File: config.mk
export PLATFORM = sky130hd
export DESIGN_NAME = stroke_font_record_parser
export DESIGN_NICKNAME = d
export VERILOG_FILES = /design/src/design/sfrp_pkg.sv /design/src/design/sfrp_parse.sv /design/src/design/stroke_font_record_parser.sv
export SDC_FILE = /design/constraint.sdc
export NUM_CORES = 1
export LEC_CHECK = 0
export BUFFER_PORTS_ARGS = -buffer_cell sky130_fd_sc_hd__buf_2
export CELL_PAD_IN_SITES_DETAIL_PLACEMENT = 1
export CELL_PAD_IN_SITES_GLOBAL_PLACEMENT = 1
export CORE_MARGIN = 3
export CORE_UTILIZATION = 35
export DETAILED_ROUTE_END_ITERATION = 12
export GPL_TIMING_DRIVEN = 1
export PLACE_DENSITY_LB_ADDON = 0.05
export REMOVE_ABC_BUFFERS = 1
export SLEW_MARGIN = 20
export SYNTH_ARGS = -nofsm -noshare
export SYNTH_HDL_FRONTEND = slang
export SYNTH_HIERARCHICAL = 1
export SYNTH_SLANG_ARGS = --single-unit
export TNS_END_PERCENT = 1
File: constraint.sdc
create_clock -name clk -period 10.75 [get_ports clk]
set_clock_uncertainty 0.2 [all_clocks]
set_input_delay 1.075 -clock clk [delete_from_list [all_inputs] [get_ports clk]]
set_output_delay 1.075 -clock clk [all_outputs]
set_load 0.005 [all_outputs]
File: src/design/sfrp_pkg.sv
// ----------------------------------------------------------------------------
// sfrp_pkg
// Types and constants shared by the stroke font record parser modules.
// ----------------------------------------------------------------------------
package sfrp_pkg;

	localparam int BYTE_W  = 8;
	localparam int COORD_W = 9;
	localparam int GLYPH_W = 10;
	localparam int KIND_W  = 2;

	// record kinds
	localparam logic [KIND_W-1:0] KIND_HEADER = 2'd0;
	localparam logic [KIND_W-1:0] KIND_POINT  = 2'd1;
	localparam logic [KIND_W-1:0] KIND_END    = 2'd2;
	localparam logic [KIND_W-1:0] KIND_TRUNC  = 2'd3;

	typedef struct packed {
		logic [KIND_W-1:0]         kind;
		logic signed [COORD_W-1:0] coord_a;
		logic signed [COORD_W-1:0] coord_b;
		logic                      pen_down;
		logic [GLYPH_W-1:0]        glyph_number;
	} sfrp_result_t;

endpackage

File: src/design/sfrp_parse.sv
// ----------------------------------------------------------------------------
// sfrp_parse
// Parser state and the combinational next-state and record logic per byte.
// ----------------------------------------------------------------------------
module sfrp_parse import sfrp_pkg::*; #(
	parameter int unsigned COUNT_DIGITS = 3
) (
	input  logic              clk,
	input  logic              arst_n,
	input  logic              step,
	input  logic [BYTE_W-1:0] data_byte,
	output logic              emit,
	output sfrp_result_t      res
);

	localparam logic [2:0] PH_SKIP_HDR = 3'd0;
	localparam logic [2:0] PH_IGNORE   = 3'd1;
	localparam logic [2:0] PH_COUNT    = 3'd2;
	localparam logic [2:0] PH_LEFT     = 3'd3;
	localparam logic [2:0] PH_RIGHT    = 3'd4;
	localparam logic [2:0] PH_SKIP_X   = 3'd5;
	localparam logic [2:0] PH_Y        = 3'd6;
	localparam logic [2:0] PH_DONE     = 3'd7;

	localparam logic [BYTE_W-1:0] CH_NL    = 8'h0A;
	localparam logic [BYTE_W-1:0] CH_SPACE = 8'h20;
	localparam logic [BYTE_W-1:0] CH_ZERO  = 8'h30;
	localparam logic [BYTE_W-1:0] CH_NINE  = 8'h39;
	localparam logic [BYTE_W-1:0] CH_R     = 8'h52;
	localparam logic [2:0]        IGNORE_N = 3'd5;
	localparam logic [2:0]        DIGITS_N = 3'(COUNT_DIGITS);
	localparam logic [9:0]        CNT_MAX  = 10'd1023;

	logic [2:0]         phase_q, phase_d;
	logic [2:0]         fpos_q, fpos_d;
	logic [9:0]         count_q, count_d;
	logic [9:0]         pairs_q, pairs_d;
	logic [BYTE_W-1:0]  held_x_q, held_x_d;
	logic               pen_up_q, pen_up_d;
	logic [COORD_W-1:0] left_q, left_d;
	logic [GLYPH_W-1:0] glyph_q, glyph_d;

	logic [2:0]  fpos_inc;
	logic [3:0]  digit;
	logic [13:0] count_mul;
	logic [9:0]  count_nxt;
	logic [9:0]  pairs_dec;
	logic [COORD_W-1:0] pos_b, pos_x;
	logic        is_marker;

	always_comb begin
		fpos_inc  = fpos_q + 3'd1;
		digit     = 4'(data_byte - CH_ZERO);
		count_mul = {1'b0, count_q, 3'b0} + {3'b0, count_q, 1'b0} + {10'b0, digit};
		if (data_byte >= CH_ZERO && data_byte <= CH_NINE)
			count_nxt = (count_mul > {4'b0, CNT_MAX}) ? CNT_MAX : count_mul[9:0];
		else
			count_nxt = count_q;
		pairs_dec = (pairs_q != 10'd0) ? pairs_q - 10'd1 : 10'd0;
		pos_b     = {1'b0, data_byte} - 9'd82;
		pos_x     = {1'b0, held_x_q} - 9'd82;
		is_marker = !pen_up_q && held_x_q == CH_SPACE && data_byte == CH_R;
	end

	always_comb begin
		phase_d  = phase_q;
		fpos_d   = fpos_q;
		count_d  = count_q;
		pairs_d  = pairs_q;
		held_x_d = held_x_q;
		pen_up_d = pen_up_q;
		left_d   = left_q;
		glyph_d  = glyph_q;
		emit     = 1'b0;
		res.kind         = KIND_HEADER;
		res.coord_a      = '0;
		res.coord_b      = '0;
		res.pen_down     = 1'b0;
		res.glyph_number = glyph_q;

		if (phase_q == PH_DONE) begin
			emit = 1'b0;
		end else if (data_byte == '0) begin
			emit     = 1'b1;
			res.kind = (phase_q == PH_SKIP_HDR) ? KIND_END : KIND_TRUNC;
			phase_d  = PH_DONE;
		end else begin
			unique case (phase_q)
				PH_SKIP_HDR: begin
					if (data_byte != CH_NL) begin
						fpos_d  = 3'd1;
						phase_d = PH_IGNORE;
						count_d = '0;
					end
				end
				PH_IGNORE: begin
					fpos_d = fpos_inc;
					if (fpos_inc >= IGNORE_N) begin
						fpos_d  = '0;
						count_d = '0;
						phase_d = PH_COUNT;
					end
				end
				PH_COUNT: begin
					count_d = count_nxt;
					fpos_d  = fpos_inc;
					if (fpos_inc >= DIGITS_N) begin
						fpos_d  = '0;
						pairs_d = (count_nxt != 10'd0) ? count_nxt - 10'd1 : 10'd0;
						phase_d = PH_LEFT;
					end
				end
				PH_LEFT: begin
					left_d  = pos_b;
					phase_d = PH_RIGHT;
				end
				PH_RIGHT: begin
					emit        = 1'b1;
					res.kind    = KIND_HEADER;
					res.coord_a = left_q;
					res.coord_b = pos_b;
					pen_up_d    = 1'b0;
					if (pairs_q == 10'd0) begin
						glyph_d = (glyph_q != '1) ? glyph_q + 10'd1 : glyph_q;
						phase_d = PH_SKIP_HDR;
					end else begin
						phase_d = PH_SKIP_X;
					end
				end
				PH_SKIP_X: begin
					if (data_byte != CH_NL) begin
						held_x_d = data_byte;
						phase_d  = PH_Y;
					end
				end
				PH_Y: begin
					pairs_d = pairs_dec;
					if (is_marker) begin
						pen_up_d = 1'b1;
						phase_d  = PH_SKIP_X;
					end else begin
						emit         = 1'b1;
						res.kind     = KIND_POINT;
						res.coord_a  = pos_x;
						res.coord_b  = pos_b;
						res.pen_down = !pen_up_q;
						pen_up_d     = 1'b0;
						if (pairs_dec == 10'd0) begin
							glyph_d = (glyph_q != '1) ? glyph_q + 10'd1 : glyph_q;
							phase_d = PH_SKIP_HDR;
						end else begin
							phase_d = PH_SKIP_X;
						end
					end
				end
				default: begin
					phase_d = PH_DONE;
				end
			endcase
		end
	end

	always_ff @(posedge clk or negedge arst_n) begin
		if (!arst_n) begin
			phase_q  <= PH_SKIP_HDR;
			fpos_q   <= '0;
			count_q  <= '0;
			pairs_q  <= '0;
			held_x_q <= '0;
			pen_up_q <= 1'b0;
			left_q   <= '0;
			glyph_q  <= '0;
		end else if (step) begin
			phase_q  <= phase_d;
			fpos_q   <= fpos_d;
			count_q  <= count_d;
			pairs_q  <= pairs_d;
			held_x_q <= held_x_d;
			pen_up_q <= pen_up_d;
			left_q   <= left_d;
			glyph_q  <= glyph_d;
		end
	end

	a_done_silent: assert property (@(posedge clk) disable iff (!arst_n)
		phase_q == PH_DONE |-> !emit)
		else $error("record emitted after end of font");

	a_end_between_glyphs: assert property (@(posedge clk) disable iff (!arst_n)
		emit && res.kind == KIND_END |-> phase_q == PH_SKIP_HDR)
		else $error("end of font inside a record");

	a_terminal: assert property (@(posedge clk) disable iff (!arst_n)
		step && emit && (res.kind == KIND_END || res.kind == KIND_TRUNC)
		|=> phase_q == PH_DONE)
		else $error("parser not stopped after terminal record");

	a_pen_only_points: assert property (@(posedge clk) disable iff (!arst_n)
		emit && res.kind != KIND_POINT |-> !res.pen_down)
		else $error("pen down on a non-point record");

endmodule

File: src/design/stroke_font_record_parser.sv
// ----------------------------------------------------------------------------
// stroke_font_record_parser
// Parses a stroke font text stream byte by byte into glyph header, stroke
// point, end of font and truncated record items.
// ----------------------------------------------------------------------------
// a record's byte is held in the input register, then the record in the result register
// throughput: one byte per cycle; the input register and the result register
// each advance whenever the result register is empty or being taken
// bytes that produce no record just update the parser state
// reset clears the parser state, the glyph counter and both valid flags
module stroke_font_record_parser import sfrp_pkg::*; #(
	parameter int unsigned COUNT_DIGITS = 3
) (
	input  logic        clk,
	input  logic        arst_n,
	input  logic        s_tvalid,
	output logic        s_tready,
	input  logic [7:0]  s_tdata,   // [7:0] data_byte
	output logic        m_tvalid,
	input  logic        m_tready,
	output logic [31:0] m_tdata,   // [8:0] coord_a, [17:9] coord_b, [18] pen_down,
	                               // [28:19] glyph_number, [31:29] zero
	output logic [1:0]  m_tuser    // [1:0] record_kind
);

	logic [BYTE_W-1:0] byte_s1;
	logic              vld_s1;
	logic              advance;
	logic              emit;
	sfrp_result_t      res;
	sfrp_result_t      res_q;
	logic              out_vld_q;

	assign advance  = vld_s1 && (!out_vld_q || m_tready);
	assign s_tready = !vld_s1 || advance;

	always_ff @(posedge clk or negedge arst_n) begin
		if (!arst_n) begin
			vld_s1 <= 1'b0;
		end else if (s_tready) begin
			vld_s1 <= s_tvalid;
		end
	end

	always_ff @(posedge clk) begin
		if (s_tready && s_tvalid) begin
			byte_s1 <= s_tdata;
		end
	end

	sfrp_parse #(
		.COUNT_DIGITS (COUNT_DIGITS)
	) u_parse (
		.clk       (clk),
		.arst_n    (arst_n),
		.step      (advance),
		.data_byte (byte_s1),
		.emit      (emit),
		.res       (res)
	);

	always_ff @(posedge clk or negedge arst_n) begin
		if (!arst_n) begin
			out_vld_q <= 1'b0;
		end else if (advance && emit) begin
			out_vld_q <= 1'b1;
		end else if (m_tready) begin
			out_vld_q <= 1'b0;
		end
	end

	always_ff @(posedge clk) begin
		if (advance && emit) begin
			res_q <= res;
		end
	end

	assign m_tvalid = out_vld_q;
	assign m_tuser  = res_q.kind;
	assign m_tdata  = {3'b0, res_q.glyph_number, res_q.pen_down,
		res_q.coord_b, res_q.coord_a};

endmodule
==> results.json <==
{
  "cts.repair.resized": 0,
  "layout_worst_path_cycle_share_pct": 43.84,
  "floorplan.io_pins": 48,
  "post-synth-top-area-cell": "dfrtp_1",
  "max-slew-margin-rel_pct": 36.09,
  "reg2regPathDepth": 17,
  "hp-start": "u_parse/glyph_q[6]",
  "grt_pass1_vias": 4629,
  "grt_overflow": 0,
  "grt_start_max_net_pins": 57,
  "tritoncts": "built",
  "layout-area-overhead-vs-synth_pct": 12.66,
  "start_util_pct": 35.94,
  "cts_max_path_buffers": 2,
  "postCtsHoldBufs": 0,
  "fin_nets": 651,
  "synth_simple_gate_area_share_pct": 19.63,
  "cts_root_buf": "clkbuf_16",
  "max-cap-violations": 0,
  "grt_first_pass_wirelength_mm": 24.90,
  "wl_per_cell_um": 18.39,
  "setup.worst_path.start_class": "flop",
  "leakagePower_uw": 0.002776,
  "fp.coreArea_sq_um": 15940,
  "setup_slack_ps": 6037,
  "placement.io_buffers": 44,
  "antenna_violations_before_repair": 0,
  "path_clk_slew_ps": 70,
  "route.detailed.drc": 0,
  "syn_inst": 573,
  "post_synth_instance_area_sq_um": 5730,
  "worstSetupPathType": "reg -> reg",
  "detailedRoute.firstIterationViolations": 210,
  "max_freq_mhz": 212.2,
  "post_synth_most_frequent_cells": "61 x nor2_1, 56 x dfrtp_1, 53 x o21ai_0",
  "final-seq-area_sq_um": 2572,
  "yosysMostFrequentCell": "nor2_1",
  "crit_required_ps": 10790,
  "synth_seq_area_share_pct": 44.89,
  "hold_crit_depth": 1,
  "tritoncts_num_sinks": 95,
  "design.die.area_sq_um": 17940,
  "total_power_uw": 1537,
  "synthAdderAreaFrac_pct": 6.812,
  "synthTopCellsByArea": "dfrtp_1 24%, edfxtp_1 20%, ha_1 6.1%",
  "worst_hold_slack_across_all_endpoints_ps": 290.1,
  "rows": 46,
  "antenna_cells_inserted": 0,
  "hold_path_end": "u_parse/glyph_q[6]",
  "crit_path_max_fanout": 14,
  "hpwlAfterDp_mm": 11.01,
  "max_slew_violations": 0,
  "final_cell_count_no_fill": 830,
  "floorplan.die.width_um": 134.0,
  "max_slew.worst_pin.slew_ps": 945.3,
  "r2r_start": "byte_s1[3]",
  "fin_tns_setup_ps": 0,
  "critical_path.endpoint_type": "flop",
  "multi_input_area_sq_um": 2948,
  "worst_hold_check_path_type": "reg -> reg",
  "synth_top_family_by_area": "simple AND/OR/NAND/NOR gates",
  "r2r_end": "u_parse/pairs_q[8]",
  "syn_avg_cell_area_sq_um": 10.00,
  "via_count": 4442,
  "rsz0062_at_grt": "false",
  "global_route.usage.total_pct": 17.50,
  "die_y_um": 134.0,
  "synth_compound_area_share_pct": 17.75,
  "ff2ff_setup_slack_ps": 6040,
  "cts_inserted_buffers": 9,
  "ir_worst_vdd_v": 0.00009064,
  "synthArstFlopShare_pct": 58.95,
  "post_synth_mux_area_share_pct": 1.834,
  "worst_skew_pair.late_latency_ps": 350,
  "layout_filler_cell_count": 1814,
  "detailed_route_vias_per_instance": 5.352,
  "count_of_h_tree_levels_built_during_cts": 3,
  "post-cts-setup-buffers": 0,
  "yosys_most_used_dff": "dfrtp_1",
  "report.final.setup_viol": 0,
  "yosys.area.top_type_share_pct": 24.45,
  "fraction_of_final_layout_cells_with_drive_strength_greater_than_1_pct": 17.10,
  "drtAntennaViolNets": 0,
  "place_worst_setup_slack_ps": 6031,
  "power-per-cell-area_nw_per_um2": 238.0,
  "synth.ff_latch_count": 95,
  "synth.distinct_cells": 76,
  "globalplace.congestion": 0.7874,
  "status": "finished clean",
  "detailedRoute.firstPassIterationCount": 4,
  "synthXorXnorAreaFrac_pct": 5.175,
  "synth.yosys.warnings": 6,
  "cp_data_arrival_time_ps": 4750,
  "synth-edff-count": 39,
  "placedCellCount": 814,
  "final_hold_viol_count": 0,
  "fin_crit_period_ps": 4713,
  "route.final.wire_length_mm": 15.27
}
[how the worst max path moves through the flow]
stage	start	to	depth (start not counted)	slack, ps
after floorplan	byte_s1[3]	u_parse/pairs_q[8]	16	6410
after global placement	byte_s1[3]	u_parse/pairs_q[4]	16	6260
after global routing	byte_s1[3]	u_parse/pairs_q[1]	16	5720
final	byte_s1[3]	u_parse/pairs_q[8]	17	6040
after CTS	byte_s1[3]	u_parse/pairs_q[0]	16	6010
after detailed placement	byte_s1[3]	u_parse/pairs_q[0]	16	6030
[flip-flops by register name, summed over array words and instances (netlist names)]
name,count
u_parse/held_x_q,8
m_tdata,29
m_tvalid,1
u_parse/count_q,10
u_parse/phase_q,3
u_parse/glyph_q,10
byte_s1,8
vld_s1,1
u_parse/pairs_q,10
u_parse/pen_up_q,1
u_parse/left_q,9
u_parse/fpos_q,3
m_tuser,2
[final cells by class]
cell class / count / area share, %
Clock buffer: 11 / 3.934
Clock inverter: 5 / 1.337
Inverter: 20 / 1.163
Multi-Input combinational cell: 435 / 45.66
Sequential cell: 95 / 39.85
Tap cell: 216 / 4.186
Timing Repair Buffer: 48 / 3.876
[metal layers]
layer  part of all wire, %  vias to the layer above  GRT usage, %
met2                    49                       59         29.39
li1                      -                     2153             -
met5                     0                        -             0
met3                   2.8                       18         2.476
met4                   2.1                        0         6.514
met1                    46                     2212         23.05
[per-stage QoR]
stage	instance area [sq um]	utilization [%]
global placement	6116	38.36
finish	6456	40.50
detailed placement	6116	38.36
global route	6456	40.50
floorplan	5593	-
CTS	6456	40.50
[cell usage in the layout, fill, tap and decap left out, types with 4 or more instances in the layout]
master and instances:
nor3_1 14, and3_1 9, a21o_1 5, buf_4 4
nand4_1 7, nand2_1 47, buf_2 44, inv_1 20
o221ai_1 5, nand2b_1 9, nor2_1 61, or3_1 7
o21ai_1 6, nand3_1 7, a21oi_1 22, nor4_1 6
ha_1 28, and2_1 5, xnor2_1 14, xor2_1 18
a22oi_1 10, clkbuf_16 10, o21a_1 14, o21ai_0 53
a31oi_1 5, or2_2 5, edfxtp_1 39, mux2_2 8
dfrtp_1 56
[kinds of logic after synthesis]
group / Yosys count
multiplexers: 9
adder cells (fa/ha/maj): 30
other: 1
flip-flops: 95
AO/OA/AOI/OAI: 151
XOR/XNOR: 33
AND/OR/NAND/NOR: 209
buffers and inverters: 45
[worst max-delay path: stages, from the launching register on]
cell,delay (ps)
edfxtp_1,570
fa_1,590
fa_1,480
a21o_1,220
a221oi_2,380
a21o_1,210
and3_1,210
o211ai_1,120
buf_4,220
nor2_1,130
nor2_1,90
inv_1,60
ha_1,160
and2_1,150
o221ai_2,180
a211oi_2,250
nor3_1,70
a311o_1,320
[power by group]
part	internal [uW]	switching (uW)	leakage, uW
clock	221	151	0.000166
combinational	243	350	0.00151
sequential	466	106	0.00110
total	930	607	0.00278
(Power assumes the default switching activity.)
